[config.mk]
export PLATFORM = sky130hd
export DESIGN_NAME = sorted_priority_request_queue_core
export DESIGN_NICKNAME = d
export VERILOG_FILES = /design/src/design/sprq_pkg.sv /design/src/design/sprq_ram.sv /design/src/design/sorted_priority_request_queue_core.sv
export SDC_FILE = /design/constraint.sdc
export NUM_CORES = 1
export LEC_CHECK = 0
export BUFFER_PORTS_ARGS = -buffer_cell sky130_fd_sc_hd__buf_4
export CAP_MARGIN = 20
export CORE_AREA = 2 2 182 184
export CTS_CLUSTER_DIAMETER = 50
export DETAILED_ROUTE_END_ITERATION = 10
export DIE_AREA = 0 0 184 186
export PLACE_DENSITY = 0.79
export SLEW_MARGIN = 20
export SYNTH_ARGS = -nofsm -noshare
export SYNTH_HDL_FRONTEND = slang
export SYNTH_SLANG_ARGS = --single-unit
[constraint.sdc]
create_clock -name i_clk -period 7.4 [get_ports i_clk]
set_input_delay 1.48 -clock i_clk [delete_from_list [all_inputs] [get_ports i_clk]]
set_output_delay 1.48 -clock i_clk [all_outputs]
set_load 0.1 [all_outputs]
[src/design/sprq_pkg.sv]
// Package for the sorted priority request queue.
// Field widths, request and status codes, word and entry structs, controller states.
// No dependencies.
`default_nettype none

package sprq_pkg;

    localparam int ID_W         = 16;
    localparam int PRIO_W       = 4;
    localparam int CNT_OUT_W    = 5;
    localparam int CAPACITY_DEF = 16;

    typedef enum logic [1:0] {
        REQ_INSERT = 2'd0,
        REQ_REMOVE = 2'd1,
        REQ_CHANGE = 2'd2,
        REQ_NONE   = 2'd3
    } t_req_type;

    typedef enum logic [1:0] {
        ST_OK        = 2'd0,
        ST_FULL      = 2'd1,
        ST_EMPTY     = 2'd2,
        ST_NOT_FOUND = 2'd3
    } t_status;

    typedef struct packed {
        t_req_type          req_type;
        logic [ID_W-1:0]    req_id;
        logic [PRIO_W-1:0]  priority_req;
    } t_req;

    typedef struct packed {
        t_status              status;
        logic [ID_W-1:0]      out_id;
        logic [PRIO_W-1:0]    out_priority;
        logic [CNT_OUT_W-1:0] count;
    } t_res;

    typedef struct packed {
        logic [ID_W-1:0]   id;
        logic [PRIO_W-1:0] prio;
    } t_entry;

    typedef enum logic [2:0] {
        S_IDLE,
        S_FWD,
        S_BSTART,
        S_BWD,
        S_BLAST,
        S_DONE
    } t_state;

endpackage

`default_nettype wire

[src/design/sprq_ram.sv]
// Generic single-port-write, single-port-read RAM with registered read data.
// No dependencies.
`default_nettype none

module sprq_ram #(
    parameter int WIDTH = 8,
    parameter int DEPTH = 16
) (
    input  wire logic                     i_clk,
    input  wire logic                     i_wr_en,
    input  wire logic [$clog2(DEPTH)-1:0] i_wr_addr,
    input  wire logic [WIDTH-1:0]         i_wr_data,
    input  wire logic [$clog2(DEPTH)-1:0] i_rd_addr,
    output logic      [WIDTH-1:0]         o_rd_data
);

    logic [WIDTH-1:0] r_mem [DEPTH];

    always_ff @(posedge i_clk) begin
        if (i_wr_en) begin
            r_mem[i_wr_addr] <= i_wr_data;
        end
        o_rd_data <= r_mem[i_rd_addr];
    end

endmodule

`default_nettype wire

[src/design/sorted_priority_request_queue_core.sv]
// Sorted priority request queue: top level, walk controller and output register.
// Depends on sprq_pkg and sprq_ram.
//
// Entries live in one RAM, sorted by priority with the head at address 0; the newest of equal
// priorities sits ahead. One request is worked at a time, one RAM entry per cycle: an insert
// walks from the tail toward its slot, moving each lower entry down as it goes; a remove
// reads the head and walks the list up; a change of priority walks forward to the first
// matching id, closing the gap behind it, then runs the insert walk. The RAM's registered
// read data and its single write port set the pace of these walks. A finished result sits in
// an output register, so the next request is taken while the result still waits. count
// reports the low five bits.
`default_nettype none

module sorted_priority_request_queue_core
    import sprq_pkg::*;
#(
    parameter int CAPACITY = CAPACITY_DEF
) (
    input  wire logic i_clk,
    input  wire logic i_rst_n,
    input  wire logic i_in_valid,
    output logic      o_in_stall,
    input  wire t_req i_in_word,
    output logic      o_out_valid,
    input  wire logic i_out_stall,
    output t_res      o_out_word
);

    localparam int PTR_W = $clog2(CAPACITY);
    localparam int CNT_W = $clog2(CAPACITY + 1);
    localparam int ENT_W = $bits(t_entry);

    t_state r_state, n_state;
    t_req   r_req, n_req;
    logic [CNT_W-1:0]  r_count, n_count;
    logic [PTR_W-1:0]  r_ptr, n_ptr;
    logic              r_shift, n_shift;
    t_status           r_status, n_status;
    logic [ID_W-1:0]   r_rid, n_rid;
    logic [PRIO_W-1:0] r_rprio, n_rprio;
    t_res              r_out;
    logic              r_out_valid;

    logic              in_accept;
    logic              out_free;
    logic              fwd_last;
    logic              fwd_hit;
    logic              bwd_stop;
    t_entry            new_entry;
    t_entry            rd_entry;
    logic [ENT_W-1:0]  rd_data;
    logic              wr_en;
    logic [PTR_W-1:0]  wr_addr;
    t_entry            wr_entry;
    logic [PTR_W-1:0]  rd_addr;

    assign in_accept   = i_in_valid && !o_in_stall;
    assign out_free    = !r_out_valid || !i_out_stall;
    assign rd_entry    = t_entry'(rd_data);
    assign new_entry   = '{id: r_req.req_id, prio: r_req.priority_req};
    assign fwd_last    = (CNT_W'(r_ptr) + CNT_W'(1)) == r_count;
    assign fwd_hit     = !r_shift
                         && ((r_req.req_type == REQ_REMOVE) || (rd_entry.id == r_req.req_id));
    assign bwd_stop    = rd_entry.prio > r_req.priority_req;
    assign o_out_valid = r_out_valid;
    assign o_out_word  = r_out;

    sprq_ram #(
        .WIDTH (ENT_W),
        .DEPTH (CAPACITY)
    ) u_ram (
        .i_clk     (i_clk),
        .i_wr_en   (wr_en),
        .i_wr_addr (wr_addr),
        .i_wr_data (wr_entry),
        .i_rd_addr (rd_addr),
        .o_rd_data (rd_data)
    );

    // next state and walk bookkeeping
    always_comb begin
        n_state  = r_state;
        n_req    = r_req;
        n_count  = r_count;
        n_ptr    = r_ptr;
        n_shift  = r_shift;
        n_status = r_status;
        n_rid    = r_rid;
        n_rprio  = r_rprio;
        unique case (r_state)
            S_IDLE: begin
                if (in_accept) begin
                    n_req    = i_in_word;
                    n_status = ST_OK;
                    n_rid    = '0;
                    n_rprio  = '0;
                    n_ptr    = '0;
                    n_shift  = 1'b0;
                    unique case (i_in_word.req_type)
                        REQ_INSERT: begin
                            if (r_count == CNT_W'(CAPACITY)) begin
                                n_status = ST_FULL;
                                n_state  = S_DONE;
                            end else begin
                                n_state = S_BSTART;
                            end
                        end
                        REQ_REMOVE: begin
                            if (r_count == '0) begin
                                n_status = ST_EMPTY;
                                n_state  = S_DONE;
                            end else begin
                                n_state = S_FWD;
                            end
                        end
                        REQ_CHANGE: begin
                            if (r_count == '0) begin
                                n_status = ST_NOT_FOUND;
                                n_state  = S_DONE;
                            end else begin
                                n_state = S_FWD;
                            end
                        end
                        default: begin
                            n_state = S_DONE;
                        end
                    endcase
                end
            end
            S_FWD: begin
                if (fwd_hit) begin
                    n_shift = 1'b1;
                    if (r_req.req_type == REQ_REMOVE) begin
                        n_rid   = rd_entry.id;
                        n_rprio = rd_entry.prio;
                    end
                end
                if (fwd_last) begin
                    if (r_shift || fwd_hit) begin
                        n_count = r_count - CNT_W'(1);
                        n_state = (r_req.req_type == REQ_CHANGE) ? S_BSTART : S_DONE;
                    end else begin
                        n_status = ST_NOT_FOUND;
                        n_state  = S_DONE;
                    end
                end else begin
                    n_ptr = r_ptr + PTR_W'(1);
                end
            end
            S_BSTART: begin
                if (r_count == '0) begin
                    n_state = S_BLAST;
                end else begin
                    n_ptr   = PTR_W'(r_count - CNT_W'(1));
                    n_state = S_BWD;
                end
            end
            S_BWD: begin
                if (bwd_stop) begin
                    n_count = r_count + CNT_W'(1);
                    n_state = S_DONE;
                end else if (r_ptr == '0) begin
                    n_state = S_BLAST;
                end else begin
                    n_ptr = r_ptr - PTR_W'(1);
                end
            end
            S_BLAST: begin
                n_count = r_count + CNT_W'(1);
                n_state = S_DONE;
            end
            S_DONE: begin
                if (out_free) begin
                    n_state = S_IDLE;
                end
            end
            default: begin
                n_state = S_IDLE;
            end
        endcase
    end

    // RAM access and handshake outputs
    always_comb begin
        o_in_stall = (r_state != S_IDLE);
        rd_addr    = r_ptr + PTR_W'(1);
        wr_en      = 1'b0;
        wr_addr    = r_ptr;
        wr_entry   = new_entry;
        unique case (r_state)
            S_IDLE: begin
                rd_addr = '0;
            end
            S_FWD: begin
                // close the gap: move the word read now one slot toward the head
                wr_en    = r_shift;
                wr_addr  = r_ptr - PTR_W'(1);
                wr_entry = rd_entry;
            end
            S_BSTART: begin
                rd_addr = PTR_W'(r_count - CNT_W'(1));
            end
            S_BWD: begin
                // drop the new word in above a higher entry, else push this one down
                rd_addr  = r_ptr - PTR_W'(1);
                wr_en    = 1'b1;
                wr_addr  = r_ptr + PTR_W'(1);
                wr_entry = bwd_stop ? new_entry : rd_entry;
            end
            S_BLAST: begin
                wr_en    = 1'b1;
                wr_addr  = '0;
                wr_entry = new_entry;
            end
            S_DONE: begin
                rd_addr = '0;
            end
            default: begin
                rd_addr = '0;
            end
        endcase
    end

    always_ff @(posedge i_clk) begin
        if (!i_rst_n) begin
            r_state     <= S_IDLE;
            r_count     <= '0;
            r_out_valid <= 1'b0;
        end else begin
            r_state <= n_state;
            r_count <= n_count;
            if ((r_state == S_DONE) && out_free) begin
                r_out_valid <= 1'b1;
            end else if (!i_out_stall) begin
                r_out_valid <= 1'b0;
            end
        end
    end

    always_ff @(posedge i_clk) begin
        r_req    <= n_req;
        r_ptr    <= n_ptr;
        r_shift  <= n_shift;
        r_status <= n_status;
        r_rid    <= n_rid;
        r_rprio  <= n_rprio;
        if ((r_state == S_DONE) && out_free) begin
            r_out.status       <= r_status;
            r_out.out_id       <= r_rid;
            r_out.out_priority <= r_rprio;
            r_out.count        <= CNT_OUT_W'(r_count);
        end
    end

endmodule

`default_nettype wire
==> flow_summary.ini <==
[worst_setup_path]
cp_max_fo = 25
required_ns = 7.88
cp-end-kind = register
start_kind = register
rr_worst_depth = 8
path_class = register to register
cp.arrival_ns = 4.83

[floorplanning]
fp.dieW_um = 184
fp.dieH_um = 186
row_count = 66
dieArea_um2 = 34200
io-pin-count = 55
core_um2 = 32200
start_util_pct = 54.5

[global_route]
grt_pass1_vias = 10200
overflow = 0
antenna_found_initial = 0
grt_usage_pct = 23.5
grt_pass1_wl_um = 59700
grt_max_degree = 91

[power]
p_int_mw = 5.68
vdd_drop_max_mv = 0.361
combPwrFrac_pct = 37.1
pwr_density_cell_nw_per_um2 = 451
pwr-share-clk_pct = 23.6
power_leakage_nw = 7.26
p_switching_mw = 3.27
swShare_pct = 36.5
seq_power_share_pct = 39.3
power_mw = 8.95

[synth]
synth.net_count = 1290
synth_edf_count = 396
yosysTopAreaCellShare_pct = 67.8
yosys_warnings = 0
dominantRegCellSynth = edfxtp_1
postSynth.asyncResetShare_pct = 0
synth_seq_area_share_pct = 71.1
ys_ff_latch = 425
yosys-top-cells-area = edfxtp_1 68%, nand2_1 5.8%, dfxtp_1 3.3%, and3_1 2.9%, mux2i_1 2.8%
netlist_top_cells_count = 396 x edfxtp_1, 269 x nand2_1, 81 x and3_1
synth_top_cell_by_area = edfxtp_1
netlist_area_um2 = 17500
ys_types = 65
syn_inst = 1251
syn_area_per_cell_um2 = 14.0
yosysMostFrequentCell = edfxtp_1

[clock_network]
clock-sinks = 425
postCtsSetupRepairBufs = 0
htreeDepth = 2
ctsResizeCount = 0
numCtsBuffers = 42
cts.path.max_buffers = 3
cts-root-buf = clkbuf_16
cts_tree = built
clk_pin_slew_ns = 0.06
clock_latency_ns = 0.55
hold_buffers = 0

[timing]
worstMarginPinSlew_ns = 1.14
relSlewSlack_pct = 23.7
fin_crit_sh_pct = 58.7
setup_viol = 0
fin_setup_tns_ns = 0
fin_skew_ns = 0.0159
slew_violations = 0
layout_min_cycle_time_ns = 4.34
hold_ws_ns = 0.416
rsz0062_at_grt = false
setup_ws_ns = 3.06
clock.fmax_mhz = 230
hold_viol = 0

[min_path]
holdPathStages = 0
worstHoldPathType = register to register

[placement]
gp_congestion = 0.849
dpl.hpwl_um = 22400
port_buffers = 54
pre_cts_ws_ns = 3.19
place.detailed.instances = 1661

[layout]
synthToLayoutAreaGrowth_pct = 13.1
nNetsFinal = 1336
fill_cells = 2206
num_antenna_cells = 0
drive_gt1_share_pct = 17.7
finalNonFillerCells = 1738

[route]
viasPerCell = 6.13
firstDrtPassIters = 5
num_vias = 10700
avgRoutedWirePerCell_um = 23.2
ant_nets = 0
route.detailed.drc = 0
wirelength_um = 40400
drtIter0Drc = 1170

[job]
max-cap-violations = 0

[outcome]
status = completed
## critical path: stages (launching register included)
cell and delay, ns:
dfxtp_1 0.86, nor2b_1 0.75, nand2_1 0.44, inv_1 0.56, o21bai_1 0.14, o211ai_1 0.24, or3b_4 0.68, o32ai_2 0.39
a221o_1 0.19
## layout by cell type (no fill, tap or decap), types with 7 or more instances in the layout
master	netlist	routed
nor2_2	0	10
edfxtp_1	396	396
and2_1	19	19
o32ai_2	19	19
clkbuf_16	0	43
and3_1	81	81
nand3_1	9	9
nor2_4	0	7
inv_1	19	18
dfxtp_1	29	29
a221o_1	20	20
ha_1	13	13
mux2i_1	49	49
buf_4	0	77
mux2_2	38	38
a31oi_1	42	42
xnor2_1	22	22
a21oi_1	10	8
nor2_1	38	21
nand2_1	269	269
clkbuf_1	52	13
## sequential cells by signal, indices dropped and copies added (netlist names)
signal and count:
r_ptr 4, u_ram.r_mem 320, new_entry 20, r_status 2
r_state 3, r_count 5, r_req 2, r_shift 1
o_out_word 27, r_rid 16, r_rprio 4, u_ram.o_rd_data 20
o_out_valid 1
## cell families after synthesis
family	synth area share, %
compound gates	6.73
xor+xnor	1.40
fa+ha+maj	0.927
buf+inv	2.20
flops	71.1
mux	5.23
simple gates	12.4
## metrics by stage
step                util (%)  instance area, µm²
finish                  61.6               19900
global route            61.6               19900
CTS                     61.6               19800
detailed placement      57.3               18500
global placement        57.3               18500
floorplan                  -               17500
## power by group through the flow
stage / sequential, mW / combinational [mW] / clock (mW)
6_report: 3.52 / 3.32 / 2.11
3_5_place_dp: 3.56 / 3.26 / 0
5_1_grt: 3.55 / 3.57 / 2.22
3_3_place_gp: 3.55 / 3.18 / 0
2_1_floorplan: 3.52 / 2.35 / 0
4_1_cts: 3.51 / 3.28 / 2.13
## area by class of cell
cell class / count / area [µm²] / area share, %
clock buffer: 61 / 1190 / 6.01
multi-input combinational: 732 / 4840 / 24.4
timing repair buffer: 77 / 578 / 2.91
sequential: 425 / 12500 / 62.8
tap: 408 / 510 / 2.57
inverter: 19 / 71.3 / 0.359
clock inverter: 16 / 184 / 0.927
## layer usage
layer  share of wire [%]  global-route usage, %
met5                   0                      0
met4                 3.6                   10.5
met3                 9.2                   3.83
met2                  48                   38.4
met1                  39                   31.1
## final timing paths
path / start / to / slack (ns)
worst max register to register: r_state[0]$_SDFFE_PN0P_ / u_ram.o_rd_data[1]$_DFF_P_ / 3.06
worst min-delay path: r_rid[15]$_SDFFCE_PP0P_ / o_out_word[24]$_DFFE_PP_ / 0.42
worst min register to register: r_rid[15]$_SDFFCE_PP0P_ / o_out_word[24]$_DFFE_PP_ / 0.42
worst max-delay path: r_state[0]$_SDFFE_PN0P_ / u_ram.o_rd_data[1]$_DFF_P_ / 3.06
No activity file was read; power rests on OpenSTA's default activity.
